## src/sv/csvt_pkg.sv

```systemverilog
`timescale 1ns / 1ps

package csvt_pkg;

    // result kinds
    localparam logic [1:0] KIND_DATA      = 2'd0;
    localparam logic [1:0] KIND_FIELD_END = 2'd1;
    localparam logic [1:0] KIND_STATUS    = 2'd2;

    // status codes
    localparam logic [3:0] ST_OK           = 4'd0;
    localparam logic [3:0] ST_FIELD_LARGE  = 4'd1;
    localparam logic [3:0] ST_MANY_COLUMNS = 4'd2;
    localparam logic [3:0] ST_MANY_RECORDS = 4'd3;
    localparam logic [3:0] ST_SPACE_AFTER  = 4'd4;
    localparam logic [3:0] ST_TEXT_AFTER   = 4'd5;
    localparam logic [3:0] ST_QUOTE_INSIDE = 4'd6;
    localparam logic [3:0] ST_UNCLOSED     = 4'd7;
    localparam logic [3:0] ST_NO_HEADER    = 4'd8;

    // configuration register indexes
    localparam int unsigned CFG_IW = 2;
    localparam logic [CFG_IW-1:0] REG_MAX_FIELD_BYTES = 2'd0;
    localparam logic [CFG_IW-1:0] REG_MAX_COLUMNS     = 2'd1;
    localparam logic [CFG_IW-1:0] REG_MAX_RECORDS     = 2'd2;
    localparam int unsigned CFG_DW = 24;

    // register reset values
    localparam logic [15:0] RST_MAX_FIELD_BYTES = 16'd4096;
    localparam logic [15:0] RST_MAX_COLUMNS     = 16'd256;
    localparam logic [23:0] RST_MAX_RECORDS     = 24'd100000;

    // saturation limits of the counters
    localparam logic [16:0] LEN_MAX = 17'h1FFFF;
    localparam logic [24:0] ROW_MAX = 25'h1FFFFFF;

    // characters
    localparam logic [7:0] CH_QUOTE = 8'h22;
    localparam logic [7:0] CH_COMMA = 8'h2C;
    localparam logic [7:0] CH_CR    = 8'h0D;
    localparam logic [7:0] CH_LF    = 8'h0A;
    localparam logic [7:0] CH_SPACE = 8'h20;
    localparam logic [7:0] CH_TAB   = 8'h09;

    // result queue
    localparam int unsigned FIFO_DEPTH = 4;

    // output tdata width: 8 + 1 + 16 + 25 + 4 = 54, padded to 56
    localparam int unsigned OUT_DW = 56;

    typedef struct packed {
        logic [15:0] field_bytes_lim;
        logic [15:0] columns_lim;
        logic [23:0] records_lim;
    } limits_t;

    typedef struct packed {
        logic [1:0]  out_kind;
        logic [7:0]  data_byte;
        logic        row_end;
        logic [15:0] column_index;
        logic [24:0] row_index;
        logic [3:0]  status_code;
        logic        last;
    } result_t;

    function automatic result_t mk_result(input logic [1:0] kind, input logic [7:0] data,
                                          input logic rend, input logic [15:0] col,
                                          input logic [24:0] row, input logic [3:0] status);
        result_t r;
        r.out_kind     = kind;
        r.data_byte    = data;
        r.row_end      = rend;
        r.column_index = col;
        r.row_index    = row;
        r.status_code  = status;
        r.last         = 1'b0;
        return r;
    endfunction

    function automatic result_t mk_status(input logic [3:0] status);
        return mk_result(KIND_STATUS, 8'd0, 1'b0, 16'd0, 25'd0, status);
    endfunction

endpackage

```

## src/sv/csv_stream_tokenizer_top.sv

```systemverilog
`timescale 1ns / 1ps
// path: an accepted input transaction waits in the input register until the result queue
//   has room for two results, and its results then leave on m_* from the head of the queue
// throughput: one input transaction per cycle while the four-entry result queue has room
//   for two results, else s_tready stalls; both results of an item share the single m_* port
// reset: rst_n clears the tokenizer state, the queue and the input register at once and
//   loads the limits with their defaults (4096 bytes, 256 columns, 100000 records)

module csv_stream_tokenizer_top
    import csvt_pkg::*;
#(
    parameter int unsigned DEPTH = FIFO_DEPTH
)
(
    input  logic              clk,
    input  logic              rst_n,

    // input stream
    input  logic              s_tvalid,
    output logic              s_tready,
    input  logic [7:0]        s_tdata,     // [7:0] text_byte
    input  logic              s_tuser,     // [0] kind (0 text byte, 1 end of input)

    // result stream
    output logic              m_tvalid,
    input  logic              m_tready,
    output logic [OUT_DW-1:0] m_tdata,     // [7:0] data_byte, [8] row_end,
                                           // [24:9] column_index, [49:25] row_index,
                                           // [53:50] status_code, [55:54] zero
    output logic [1:0]        m_tuser,     // [1:0] out_kind
    output logic              m_tlast,     // last result of one input transaction

    // configuration writes
    input  logic              cfg_valid,
    output logic              cfg_ready,
    input  logic [CFG_IW-1:0] cfg_index,
    input  logic [CFG_DW-1:0] cfg_data
);

    localparam int unsigned CW = $clog2(DEPTH) + 1;

    // input register
    logic       in_valid_reg;
    logic       in_kind_reg;
    logic [7:0] in_byte_reg;

    // limits written through the configuration port
    limits_t    lim_reg;

    logic       advance;
    result_t    res0;
    result_t    res1;
    logic [1:0] res_cnt;
    result_t    head;
    logic       q_not_empty;
    logic [CW-1:0] q_count;

    // the input register moves on only when the queue has room for two results
    assign advance  = in_valid_reg && (q_count <= CW'(DEPTH - 2));
    assign s_tready = !in_valid_reg || advance;
    assign cfg_ready = 1'b1;

    always_ff @(posedge clk or negedge rst_n)
    begin
        if (!rst_n) begin
            in_valid_reg <= 1'b0;
        end else if (s_tvalid && s_tready) begin
            in_valid_reg <= 1'b1;
        end else if (advance) begin
            in_valid_reg <= 1'b0;
        end
    end

    // payload of the input register
    always_ff @(posedge clk)
    begin
        if (s_tvalid && s_tready) begin
            in_kind_reg <= s_tuser;
            in_byte_reg <= s_tdata;
        end
    end

    // configuration register decode; an index past the list is ignored
    always_ff @(posedge clk or negedge rst_n)
    begin
        if (!rst_n) begin
            lim_reg.field_bytes_lim <= RST_MAX_FIELD_BYTES;
            lim_reg.columns_lim     <= RST_MAX_COLUMNS;
            lim_reg.records_lim     <= RST_MAX_RECORDS;
        end else if (cfg_valid && cfg_ready) begin
            unique case (cfg_index)
                REG_MAX_FIELD_BYTES: lim_reg.field_bytes_lim <= cfg_data[15:0];
                REG_MAX_COLUMNS:     lim_reg.columns_lim     <= cfg_data[15:0];
                REG_MAX_RECORDS:     lim_reg.records_lim     <= cfg_data[23:0];
                default:             ;
            endcase
        end
    end

    // tokenizer step: mode, counters, limit checks; up to two results per transaction
    csvt_core u_core (
        .clk     (clk),
        .rst_n   (rst_n),
        .advance (advance),
        .in_kind (in_kind_reg),
        .in_byte (in_byte_reg),
        .lim     (lim_reg),
        .res0    (res0),
        .res1    (res1),
        .res_cnt (res_cnt)
    );

    // result queue decouples the two results of one item from the output handshake
    csvt_fifo #(
        .DEPTH (DEPTH)
    ) u_fifo (
        .clk       (clk),
        .rst_n     (rst_n),
        .push_cnt  (res_cnt),
        .push0     (res0),
        .push1     (res1),
        .pop       (m_tready),
        .head      (head),
        .not_empty (q_not_empty),
        .count     (q_count)
    );

    assign m_tvalid = q_not_empty;
    assign m_tuser  = head.out_kind;
    assign m_tlast  = head.last;
    assign m_tdata  = {2'b00, head.status_code, head.row_index, head.column_index,
                       head.row_end, head.data_byte};

    // queue never holds more than its depth
    a_queue_bound: assert property (@(posedge clk) disable iff (!rst_n)
        q_count <= CW'(DEPTH))
        else $error("result queue overflow");

    // a step only fires with room for two results
    a_room_on_advance: assert property (@(posedge clk) disable iff (!rst_n)
        (res_cnt != 2'd0) |-> (q_count <= CW'(DEPTH - 2)))
        else $error("results pushed without room");

    // a status is always the final result of its transaction
    a_status_last: assert property (@(posedge clk) disable iff (!rst_n)
        (m_tvalid && m_tuser == KIND_STATUS) |-> m_tlast)
        else $error("status result not marked last");

    // an accepted item is taken into the tokenizer on the next cycle when the queue is empty
    a_input_moves: assert property (@(posedge clk) disable iff (!rst_n)
        (in_valid_reg && q_count == '0) |-> advance)
        else $error("input register stalled with empty queue");

endmodule

```

## src/sv/csvt_core.sv

```systemverilog
`timescale 1ns / 1ps

module csvt_core
    import csvt_pkg::*;
(
    input  logic    clk,
    input  logic    rst_n,
    input  logic    advance,
    input  logic    in_kind,
    input  logic [7:0] in_byte,
    input  limits_t lim,
    output result_t res0,
    output result_t res1,
    output logic [1:0] res_cnt
);

    typedef enum logic [2:0] {
        MODE_UNQ = 3'b001,
        MODE_QUO = 3'b010,
        MODE_AFT = 3'b100
    } mode_t;

    typedef struct packed {
        logic [1:0]  cnt;
        result_t     r0;
        result_t     r1;
        logic [16:0] fl;
        logic [16:0] cc;
        logic [24:0] rc;
        logic        saw;
        logic [3:0]  err;
    } close_t;

    mode_t       mode_reg, mode_next;
    logic        skip_lf_reg, skip_lf_next;
    logic        saw_reg, saw_next;
    logic [16:0] fl_reg, fl_next;
    logic [16:0] cc_reg, cc_next;
    logic [24:0] rc_reg, rc_next;
    logic [3:0]  err_reg, err_next;

    logic [16:0] fl_inc;
    logic        do_close;
    logic        close_row;
    close_t      cl;
    result_t     r [2];
    logic [1:0]  cnt;

    function automatic close_t close_field(input logic ends_row, input logic [16:0] fl,
                                           input logic [16:0] cc, input logic [24:0] rc,
                                           input logic saw, input limits_t lm);
        close_t      c;
        logic [16:0] cnt1;
        logic [24:0] rc_inc;
        logic [24:0] rec_lim;
        c.cnt  = 2'd0;
        c.r0   = '0;
        c.r1   = '0;
        c.fl   = fl;
        c.cc   = cc;
        c.rc   = rc;
        c.saw  = saw;
        c.err  = ST_OK;
        cnt1    = (cc < LEN_MAX) ? cc + 17'd1 : LEN_MAX;
        rc_inc  = (rc < ROW_MAX) ? rc + 25'd1 : ROW_MAX;
        rec_lim = {1'b0, lm.records_lim} + 25'd1;
        if (fl > {1'b0, lm.field_bytes_lim}) begin
            c.cnt = 2'd1;
            c.r0  = mk_status(ST_FIELD_LARGE);
            c.err = ST_FIELD_LARGE;
        end else if (!ends_row) begin
            c.cc  = cnt1;
            c.fl  = '0;
            c.cnt = 2'd1;
            c.r0  = mk_result(KIND_FIELD_END, 8'd0, 1'b0, cc[15:0], rc, ST_OK);
            if (cnt1 >= {1'b0, lm.columns_lim}) begin
                c.cnt = 2'd2;
                c.r1  = mk_status(ST_MANY_COLUMNS);
                c.err = ST_MANY_COLUMNS;
            end
        end else if (cnt1 > {1'b0, lm.columns_lim}) begin
            c.cnt = 2'd1;
            c.r0  = mk_status(ST_MANY_COLUMNS);
            c.err = ST_MANY_COLUMNS;
        end else if (cnt1 == 17'd1 && fl == '0 && !saw) begin
            // blank line: dropped
            c.cc = '0;
        end else begin
            c.cnt = 2'd1;
            c.r0  = mk_result(KIND_FIELD_END, 8'd0, 1'b1, cc[15:0], rc, ST_OK);
            c.rc  = rc_inc;
            c.cc  = '0;
            c.fl  = '0;
            c.saw = 1'b0;
            if (rc_inc > rec_lim) begin
                c.cnt = 2'd2;
                c.r1  = mk_status(ST_MANY_RECORDS);
                c.err = ST_MANY_RECORDS;
            end
        end
        return c;
    endfunction

    assign fl_inc = (fl_reg < LEN_MAX) ? fl_reg + 17'd1 : fl_reg;

    always_comb
    begin
        mode_next    = mode_reg;
        skip_lf_next = skip_lf_reg;
        saw_next     = saw_reg;
        fl_next      = fl_reg;
        cc_next      = cc_reg;
        rc_next      = rc_reg;
        err_next     = err_reg;
        do_close     = 1'b0;
        close_row    = 1'b0;
        cnt          = 2'd0;
        r[0]         = '0;
        r[1]         = '0;
        cl           = '0;

        if (in_kind) begin
            // end of input: close an open row unless a quote is still open, then the final status
            if (err_reg == ST_OK) begin
                if (mode_reg == MODE_QUO) begin
                    err_next = ST_UNCLOSED;
                end else if (mode_reg == MODE_AFT || fl_reg != '0 || cc_reg != '0) begin
                    do_close  = 1'b1;
                    close_row = 1'b1;
                end
            end
        end else if (err_reg == ST_OK) begin
            skip_lf_next = 1'b0;
            if (!(skip_lf_reg && in_byte == CH_LF)) begin
                unique case (mode_reg)
                    MODE_QUO:
                    begin
                        if (in_byte == CH_QUOTE) begin
                            mode_next = MODE_AFT;
                        end else begin
                            saw_next = 1'b1;
                            fl_next  = fl_inc;
                            cnt      = 2'd1;
                            if (fl_inc > {1'b0, lim.field_bytes_lim}) begin
                                r[0]     = mk_status(ST_FIELD_LARGE);
                                err_next = ST_FIELD_LARGE;
                            end else begin
                                r[0] = mk_result(KIND_DATA, in_byte, 1'b0, cc_reg[15:0],
                                                 rc_reg, ST_OK);
                            end
                        end
                    end
                    MODE_AFT:
                    begin
                        if (in_byte == CH_QUOTE) begin
                            // doubled quote: literal, length checked at field end
                            mode_next = MODE_QUO;
                            fl_next   = fl_inc;
                            cnt       = 2'd1;
                            r[0]      = mk_result(KIND_DATA, in_byte, 1'b0, cc_reg[15:0],
                                                  rc_reg, ST_OK);
                        end else if (in_byte == CH_COMMA) begin
                            mode_next = MODE_UNQ;
                            do_close  = 1'b1;
                        end else if (in_byte == CH_CR || in_byte == CH_LF) begin
                            mode_next    = MODE_UNQ;
                            skip_lf_next = (in_byte == CH_CR);
                            do_close     = 1'b1;
                            close_row    = 1'b1;
                        end else if (in_byte == CH_SPACE || in_byte == CH_TAB) begin
                            cnt      = 2'd1;
                            r[0]     = mk_status(ST_SPACE_AFTER);
                            err_next = ST_SPACE_AFTER;
                        end else begin
                            cnt      = 2'd1;
                            r[0]     = mk_status(ST_TEXT_AFTER);
                            err_next = ST_TEXT_AFTER;
                        end
                    end
                    default:
                    begin
                        mode_next = MODE_UNQ;
                        if (in_byte == CH_QUOTE) begin
                            if (fl_reg != '0) begin
                                cnt      = 2'd1;
                                r[0]     = mk_status(ST_QUOTE_INSIDE);
                                err_next = ST_QUOTE_INSIDE;
                            end else begin
                                mode_next = MODE_QUO;
                                saw_next  = 1'b1;
                            end
                        end else if (in_byte == CH_COMMA) begin
                            do_close = 1'b1;
                        end else if (in_byte == CH_CR || in_byte == CH_LF) begin
                            skip_lf_next = (in_byte == CH_CR);
                            do_close     = 1'b1;
                            close_row    = 1'b1;
                        end else begin
                            saw_next = 1'b1;
                            fl_next  = fl_inc;
                            cnt      = 2'd1;
                            if (fl_inc > {1'b0, lim.field_bytes_lim}) begin
                                r[0]     = mk_status(ST_FIELD_LARGE);
                                err_next = ST_FIELD_LARGE;
                            end else begin
                                r[0] = mk_result(KIND_DATA, in_byte, 1'b0, cc_reg[15:0],
                                                 rc_reg, ST_OK);
                            end
                        end
                    end
                endcase
            end
        end

        if (do_close) begin
            cl       = close_field(close_row, fl_reg, cc_reg, rc_reg, saw_reg, lim);
            cnt      = cl.cnt;
            r[0]     = cl.r0;
            r[1]     = cl.r1;
            fl_next  = cl.fl;
            cc_next  = cl.cc;
            rc_next  = cl.rc;
            saw_next = cl.saw;
            err_next = cl.err;
        end

        if (in_kind) begin
            // a failing row close already carries the final status
            if (!(do_close && cl.err != ST_OK)) begin
                if (err_next == ST_OK && rc_next == '0) begin
                    err_next = ST_NO_HEADER;
                end
                r[cnt[0]] = mk_status(err_next);
                cnt       = cnt + 2'd1;
            end
            mode_next    = MODE_UNQ;
            skip_lf_next = 1'b0;
            saw_next     = 1'b0;
            fl_next      = '0;
            cc_next      = '0;
            rc_next      = '0;
            err_next     = ST_OK;
        end

        if (cnt == 2'd2) begin
            r[1].last = 1'b1;
        end else if (cnt == 2'd1) begin
            r[0].last = 1'b1;
        end
    end

    assign res0    = r[0];
    assign res1    = r[1];
    assign res_cnt = advance ? cnt : 2'd0;

    always_ff @(posedge clk or negedge rst_n)
    begin
        if (!rst_n) begin
            mode_reg    <= MODE_UNQ;
            skip_lf_reg <= 1'b0;
            saw_reg     <= 1'b0;
            fl_reg      <= '0;
            cc_reg      <= '0;
            rc_reg      <= '0;
            err_reg     <= ST_OK;
        end else if (advance) begin
            mode_reg    <= mode_next;
            skip_lf_reg <= skip_lf_next;
            saw_reg     <= saw_next;
            fl_reg      <= fl_next;
            cc_reg      <= cc_next;
            rc_reg      <= rc_next;
            err_reg     <= err_next;
        end
    end

endmodule

```

## src/sv/csvt_fifo.sv

```systemverilog
`timescale 1ns / 1ps

module csvt_fifo
    import csvt_pkg::*;
#(
    parameter int unsigned DEPTH = FIFO_DEPTH
)
(
    input  logic    clk,
    input  logic    rst_n,
    input  logic [1:0] push_cnt,
    input  result_t push0,
    input  result_t push1,
    input  logic    pop,
    output result_t head,
    output logic    not_empty,
    output logic [$clog2(DEPTH):0] count
);

    localparam int unsigned AW = $clog2(DEPTH);

    result_t        mem [DEPTH];
    logic [AW-1:0]  wr_ptr_reg;
    logic [AW-1:0]  rd_ptr_reg;
    logic [AW:0]    count_reg;
    logic [AW-1:0]  wr_ptr_p1;
    logic           do_pop;

    assign wr_ptr_p1 = wr_ptr_reg + AW'(1);
    assign do_pop    = pop && (count_reg != '0);

    // storage needs no reset
    always_ff @(posedge clk)
    begin
        if (push_cnt != 2'd0) begin
            mem[wr_ptr_reg] <= push0;
        end
        if (push_cnt == 2'd2) begin
            mem[wr_ptr_p1] <= push1;
        end
    end

    always_ff @(posedge clk or negedge rst_n)
    begin
        if (!rst_n) begin
            wr_ptr_reg <= '0;
            rd_ptr_reg <= '0;
            count_reg  <= '0;
        end else begin
            wr_ptr_reg <= wr_ptr_reg + AW'(push_cnt);
            if (do_pop) begin
                rd_ptr_reg <= rd_ptr_reg + AW'(1);
            end
            count_reg <= count_reg + (AW+1)'(push_cnt) - (AW+1)'(do_pop);
        end
    end

    assign head      = mem[rd_ptr_reg];
    assign not_empty = (count_reg != '0);
    assign count     = count_reg;

endmodule
```

## config.mk

```make
export PLATFORM = sky130hd
export DESIGN_NAME = csv_stream_tokenizer_top
export DESIGN_NICKNAME = d
export VERILOG_FILES = /design/src/sv/csvt_pkg.sv /design/src/sv/csv_stream_tokenizer_top.sv /design/src/sv/csvt_core.sv /design/src/sv/csvt_fifo.sv
export SDC_FILE = /design/constraint.sdc
export NUM_CORES = 1
export LEC_CHECK = 0
export ABC_AREA = 1
export ABC_CLOCK_PERIOD_IN_PS = 10100
export BUFFER_PORTS_ARGS = -buffer_cell sky130_fd_sc_hd__buf_2
export CORE_MARGIN = 8
export CORE_UTILIZATION = 30
export CTS_CLUSTER_DIAMETER = 30
export CTS_CLUSTER_SIZE = 20
export DETAILED_ROUTE_END_ITERATION = 7
export GPL_ROUTABILITY_DRIVEN = 0
export HOLD_SLACK_MARGIN = 0.03
export SLEW_MARGIN = 15
export SYNTH_ARGS = -nofsm -noshare
export SYNTH_HDL_FRONTEND = slang
export SYNTH_SLANG_ARGS = --single-unit
```

## constraint.sdc

```tcl
create_clock -name clk -period 10.1 [get_ports clk]
set_clock_uncertainty 0.05 [all_clocks]
set_input_delay 0.505 -clock clk [delete_from_list [all_inputs] [get_ports clk]]
set_output_delay 0.505 -clock clk [all_outputs]
set_load 0.01 [all_outputs]
```

==> results of run 1 <==
placed cells by master, fill, tap and decap left out, drive strengths merged, types with 43 or more instances in the layout:
| master | n |
|---|---|
| o21ai | 241 |
| nand3 | 116 |
| a21oi | 45 |
| inv | 461 |
| clkbuf | 103 |
| dfrtp | 123 |
| o22ai | 85 |
| ha | 84 |
| nand4 | 71 |
| xor2 | 43 |
| edfxtp | 237 |
| nor2 | 373 |
| buf | 113 |
| nand2 | 558 |
where the power goes:
group          switching (W)  total [W]  leakage, nW  internal [W]
sequential          0.000200    0.00233         3.89       0.00213
clock               0.000911    0.00288         1.44       0.00197
combinational        0.00201    0.00288         7.17      0.000868
total                0.00312    0.00808         12.5       0.00496
cell type report:
type / instances / area (sq um) / area share
Multi-Input combinational cell: 1726 / 8840 / 0.341
Sequential cell: 369 / 10400 / 0.403
Clock buffer: 103 / 2230 / 0.0862
Inverter: 459 / 1720 / 0.0665
Clock inverter: 54 / 800 / 0.0308
Tap cell: 950 / 1190 / 0.0459
Timing Repair Buffer: 122 / 699 / 0.0270
timing repair:
| action | 4_1_cts | 5_1_grt |
|---|---|---|
| endpoints found under the hold margin | 63 | 0 |
| endpoints found under the setup margin | 0 | 0 |
| hold buffers | 9 | 0 |
through the flow:
step / std cells / util / total power (W) / hold slack (ns)
finish: 3783 / 0.364 / 0.00808 / 0.0667
global route: 3783 / 0.364 / 0.00860 / 0.0649
CTS: 3783 / 0.364 / 0.00816 / 0.0506
detailed placement: 3617 / 0.320 / 0.00524 / 0.423
global placement: 3617 / 0.320 / 0.00522 / 0.418
floorplan: 2657 / - / 0.00425 / 0.159
final timing paths:
| check | from | cells after the start | end |
|---|---|---|---|
| hold reg to reg | lim_reg[26] | 2 | lim_reg[26] |
| setup reg to reg | lim_reg[0] | 30 | u_fifo.mem[3][39] |
| hold / removal | s_tvalid | 3 | in_valid_reg |
| setup / recovery | lim_reg[0] | 30 | u_fifo.mem[3][39] |
| max in group asynchronous | rst_n | 3 | u_fifo.rd_ptr_reg[0] |
| min in group asynchronous | rst_n | 2 | u_core.fl_reg[0] |
logic make-up (layout without fill, tap and decap cells):
| family | count (synthesis) | in the layout | share of synthesized area |
|---|---|---|---|
| compound gates | 406 | 406 | 0.105 |
| xor+xnor | 52 | 52 | 0.0212 |
| fa+ha+maj | 85 | 85 | 0.0498 |
| buf+inv | 562 | 738 | 0.104 |
| flops | 369 | 369 | 0.485 |
| mux | 5 | 5 | 0.00262 |
| other cells | 2 | 3 | 0.000349 |
| simple gates | 1175 | 1175 | 0.231 |
routing by layer:
metal  share of wire  wire length (um)  up-vias
li1                -                 -     8925
met1            0.46             28300     8507
met2            0.46             28200      545
met3           0.056              3440      108
met4           0.024              1460        0
met5               0                 0        -
critical path: cells and delay by family (launching register included):
family,cells,cell delay [ns]
simple gates,19,3.50
flops,1,0.39
fa+ha+maj,2,0.61
xor+xnor,1,0.17
buf+inv,6,1.57
compound gates,2,0.45
==> flow_metrics.tcl, run 1 <==
set metrics [dict create \
    critPathRequiredTime_ns 10.38 \
    clock-sinks 369 \
    antennaDiodeCount 0 \
    synth_seq_cells 369 \
    fill_cells 7259 \
    finalHoldViolCount 0 \
    wl_per_cell_um 16.2 \
    drt_first_pass_iters 7 \
    fin_crit_sh 0.695 \
    cts.repair.resized 0 \
    post_cts_buffers 0 \
    drtIter0Drc 1603 \
    synth.largest_area_cell "edfxtp_1" \
    synth_ff_type "edfxtp_1" \
    yosysMostFrequentCell "nand2_1" \
    vdd_ir_drop_max_uv 183 \
    largest_register_ffs 228 \
    antenna_found_initial 0 \
    status "completed" \
    finalSetupViolations 0 \
    core_area_sq_mm 0.0712 \
    fin_setup_tns_ns 0 \
    grt_pass1_vias 17400 \
    placed_area_sq_mm 0.0228 \
    place.port_buffers 98 \
    synth_area_sq_mm 0.0215 \
    worstPathArrival_ns 7.30 \
    track_usage 0.147 \
    post-place-ws_ns 3.03 \
    worst_slack_ns 3.08 \
    final_area_sq_mm 0.0259 \
    tightest_slew_ns 1.09 \
    rsz0062_at_grt "no" \
    drc 0 \
    finalCriticalPeriod_ns 7.02 \
    total_leakage_power_nw 12.5 \
    via_count 18100 \
    ys_async_sr_fraction 0.358 \
    dp_hpwl_um 42400 \
    crit_slowest_cell "nand2_2" \
    synth_common_cells "nand2_1 (550), inv_1 (439), nor2_1 (356)" \
    clk_pin_slew_ns 0.05 \
    syn_area_per_cell_sq_um 8.09 \
    die_w_um 284 \
    ant_nets 0 \
    insertion_delay_ns 0.62 \
    cts.path.max_buffers 3 \
    grt_overflow 0 \
    yosys_warnings 0 \
    use_met1 0.202 \
    fin_nets 2887 \
    crit_fanout 48 \
    maxSlewViolCount 0 \
    cts_tree "built" \
    numCtsBuffers 84 \
    met3_usage 0.0278 \
    start_kind "register" \
    path_class "register to register" \
    die_y_um 284 \
    yosys.area.top_type_share 0.331 \
    io_pins 102 \
    synth-seq-area-share 0.485 \
    routed_via_density 4.78 \
    drive_gt1_frac 0.116 \
    synth_edf_count 237 \
    grt_use_met2 0.238 \
    cap_violations 0 \
    fp-row-count 98 \
    relSlewSlack 0.273 \
    cts-root-buf "clkbuf_16" \
    grt_first_pass_wirelength_um 96400 \
    syn2layout_area_growth_pct 20.6 \
    start_util 0.302 \
    grt_max_degree 79 \
    die-area_sq_mm 0.0805 \
    grt_busiest_layer "met2" \
    wl_um 61400 \
    fmax_mhz 142 \
    end_kind "register" \
    hold_path_class "primary input to register" \
    yosys.cell_types.count 53 \
    synth_cells 2656 \
    cpPeakStageDelay_ns 0.84 \
    p_per_area_mw_per_mm2 312 \
    cts-htree-levels 3 \
    synthTopCellsByArea "edfxtp_1 (33%), dfrtp_1 (14%), nand2_1 (9.6%)" \
    reg2reg_slack_ns 3.08 \
]
Note: power is estimated with default switching activity, not from simulation.
==> run 2: changes to the inputs <==
ABC_AREA = 0   (was 1)
ABC_CLOCK_PERIOD_IN_PS = 6050   (was 10100)
clock period = 6.05 ns   (was 10.1 ns; I/O delays follow)
==> run 2 against run 1 <==
Maximum frequency rose by 23%. Cell area fell by 0.23%. Worst hold slack improved by 0.10 ns. Non-clock buffer count rose by 99. Worst setup slack got worse by 2.8 ns. Synthesized cell count fell by 31%. Global-route usage fell by 0.13 points. Highest routed layer unchanged.
==> flow_metrics.tcl, run 2 <==
set metrics [dict create \
    syn2layout_area_growth_pct 24.6 \
    cts-root-buf "clkbuf_16" \
    fp-row-count 96 \
    worstPathArrival_ns 6.15 \
    cts-htree-levels 3 \
    status "completed" \
    fin_nets 2125 \
    crit_fanout 36 \
    cpPeakStageDelay_ns 0.87 \
    path_class "register to register" \
    vdd_ir_drop_max_uv 270 \
    core_area_sq_mm 0.0686 \
    relSlewSlack 0.263 \
    p_per_area_mw_per_mm2 464 \
    finalCriticalPeriod_ns 5.73 \
    via_count 15400 \
    instances_no_fill 2998 \
    fill_cells 6551 \
    fmax_mhz 175 \
    wl_um 57900 \
    regArea_sq_mm 0.0104 \
    drtIter0Drc 1416 \
    antenna_found_initial 2 \
    synth_cells 1823 \
    antennaDiodeCount 0 \
    critPathRequiredTime_ns 6.47 \
    numCtsBuffers 81 \
    synthTopCellsByArea "edfxtp_1 (34%), dfrtp_1 (15%), mux4_2 (6.2%)" \
    yosys.area.top_type_share 0.343 \
    syn_area_per_cell_sq_um 11.4 \
    synth-seq-area-share 0.503 \
    insertion_delay_ns 0.63 \
    hold_path_class "primary input to asynchronous set/reset pin" \
    largest_register_ffs 228 \
    switchingPower_w 0.00415 \
    fin_crit_sh 0.947 \
    synth_common_cells "edfxtp_1 (237), nand2_1 (176), and2_1 (170)" \
    start_util 0.303 \
    drc 0 \
    final_area_sq_mm 0.0259 \
    p_int_w 0.00784 \
    end_kind "register" \
    comb_power_share 0.316 \
    placed_area_sq_mm 0.0226 \
    dp.cells 2811 \
    yosysMostFrequentCell "edfxtp_1" \
    drive_gt1_frac 0.243 \
    post_cts_buffers 0 \
    yosys_warnings 0 \
    crit_slowest_cell "a21oi_4" \
    finalHoldViolCount 0 \
    cp_cell_sequence "nand4_1 > nor4_2 > nand2_1 > buf_4 > o21ai_0 > ha_1 > a21boi_0 > o31ai_1 > o211ai_1 > a21oi_1 > a31oi_1 > nor2_1 > inv_1 > ha_1 > a31o_4 > a21oi_4 > and2_1" \
    final_common_cell "edfxtp_1" \
    ys_async_sr_fraction 0.358 \
    grt_pass1_vias 15500 \
    grt_first_pass_wirelength_um 90700 \
    synth_area_sq_mm 0.0207 \
    drt_first_pass_iters 5 \
    grt_overflow 0 \
    wl_per_cell_um 19.3 \
    swShare 0.346 \
    synth_ff_type "edfxtp_1" \
    cts_tree "built" \
    synth_edf_count 237 \
    timing.hold.ws_ns 0.167 \
    cpMostUsedCell "ha_1" \
    die_w_um 279 \
    track_usage 0.146 \
    clock-sinks 369 \
    yosys.cell_types.count 104 \
    start_kind "register" \
    pwr-share-seq 0.308 \
    cts.path.max_buffers 3 \
    ant_nets 0 \
    clockPowerShare 0.375 \
    clk_pin_slew_ns 0.05 \
    multi_input_area_sq_mm 0.00957 \
    synth_seq_cells 369 \
    cap_violations 0 \
    io_pins 102 \
    maxSlewViolCount 0 \
    total_leakage_power_nw 10.3 \
    place.port_buffers 98 \
    layout_common_cells "edfxtp_1 (237), nand2_1 (176), and2_1 (170)" \
    grt_max_degree 81 \
    routed_via_density 5.14 \
    die_y_um 279 \
    tightest_slew_ns 1.10 \
    finalSetupViolations 0 \
    die-area_sq_mm 0.0778 \
    dp_hpwl_um 40000 \
    synth.largest_area_cell "edfxtp_1" \
]
==> run 2: cell types whose count changed after synthesis, moves of 82 or more <==
cell,change
o22ai_1,-82
nor2_1,-284
o21ai_0,-119
nand2_1,-374
inv_1,-376
and2_1,+170
==> run 2: path summary, 6_finish.rpt <==
path,startpoint,endpoint,slack (ns),depth (start not counted)
setup reg to reg,u_core.cc_reg[12],u_fifo.mem[0][29],0.32,17
setup / recovery,u_core.cc_reg[12],u_fifo.mem[0][29],0.32,17
hold / removal,rst_n,u_core.fl_reg[9],0.17,2
min in group clk,cfg_index[0],lim_reg[52],0.19,5
hold reg to reg,lim_reg[28],lim_reg[28],0.45,1
max in group asynchronous,rst_n,lim_reg[16],4.52,4
==> run 2: cells by family after synthesis <==
kind of cell,Yosys count,synth area share
AOI/OAI and AO/OA,318,0.103
xor gates and xnor gates,62,0.0265
adders and majority gates,85,0.0516
buffers and inverters,193,0.0400
DFF,369,0.503
muxes,106,0.0885
other,2,0.000362
and+or+nand+nor,688,0.187
==> run 2: through the flow <==
| step | worst slack [ns] | total power (W) | util | setup TNS [ns] |
|---|---|---|---|---|
| 6_report | 0.320 | 0.0120 | 0.377 | 0 |
| 4_1_cts | 0.244 | 0.0122 | 0.376 | 0 |
| 2_1_floorplan | -0.115 | 0.00610 | - | -13.41 |
| 3_5_place_dp | 0.278 | 0.00757 | 0.329 | 0 |
| 5_1_grt | -0.0141 | 0.0126 | 0.377 | -0.0148 |
| 3_3_place_gp | 0.364 | 0.00750 | 0.329 | 0 |
==> run 2: what timing repair did <==
| item | CTS | global route |
|---|---|---|
| resized for setup | 0 | 8 |
| hold buffers | 36 | 0 |
| hold endpoints to repair | 119 | 0 |
| endpoints found under the setup margin | 0 | 138 |
==> run 2: layout make-up <==
type / count / area share
sequential: 369 / 0.404
tap: 931 / 0.0450
multi-input combinational: 1262 / 0.370
timing repair buffer: 221 / 0.0613
clock buffer: 94 / 0.0818
clock inverter: 56 / 0.0286
inverter: 65 / 0.00943
==> run 2: metal layers <==
| layer | up-vias | GRT usage | share of wire |
|---|---|---|---|
| met5 | - | 0 | 0 |
| met4 | 0 | 0.0523 | 0.024 |
| met3 | 93 | 0.0236 | 0.057 |
| met2 | 572 | 0.235 | 0.47 |
| met1 | 7677 | 0.198 | 0.45 |
| li1 | 7080 | - | - |
==> run 2: worst max-delay path: cells and delay by family (launching register included) <==
family / cells / cell delay, ns
AO/OA/AOI/OAI: 8 / 2.60
AND/OR/NAND/NOR: 5 / 1.30
buffers and inverters: 2 / 0.30
adder cells (fa/ha/maj): 2 / 0.71
flip-flops: 1 / 0.59
==> run 2: power groups by stage <==
stage               clock (W)  sequential [W]  combinational [W]
finish                0.00450         0.00370            0.00380
global route          0.00472         0.00376            0.00413
CTS                   0.00459         0.00371            0.00387
detailed placement          0         0.00375            0.00383
global placement            0         0.00371            0.00379
floorplan                   0         0.00357            0.00253
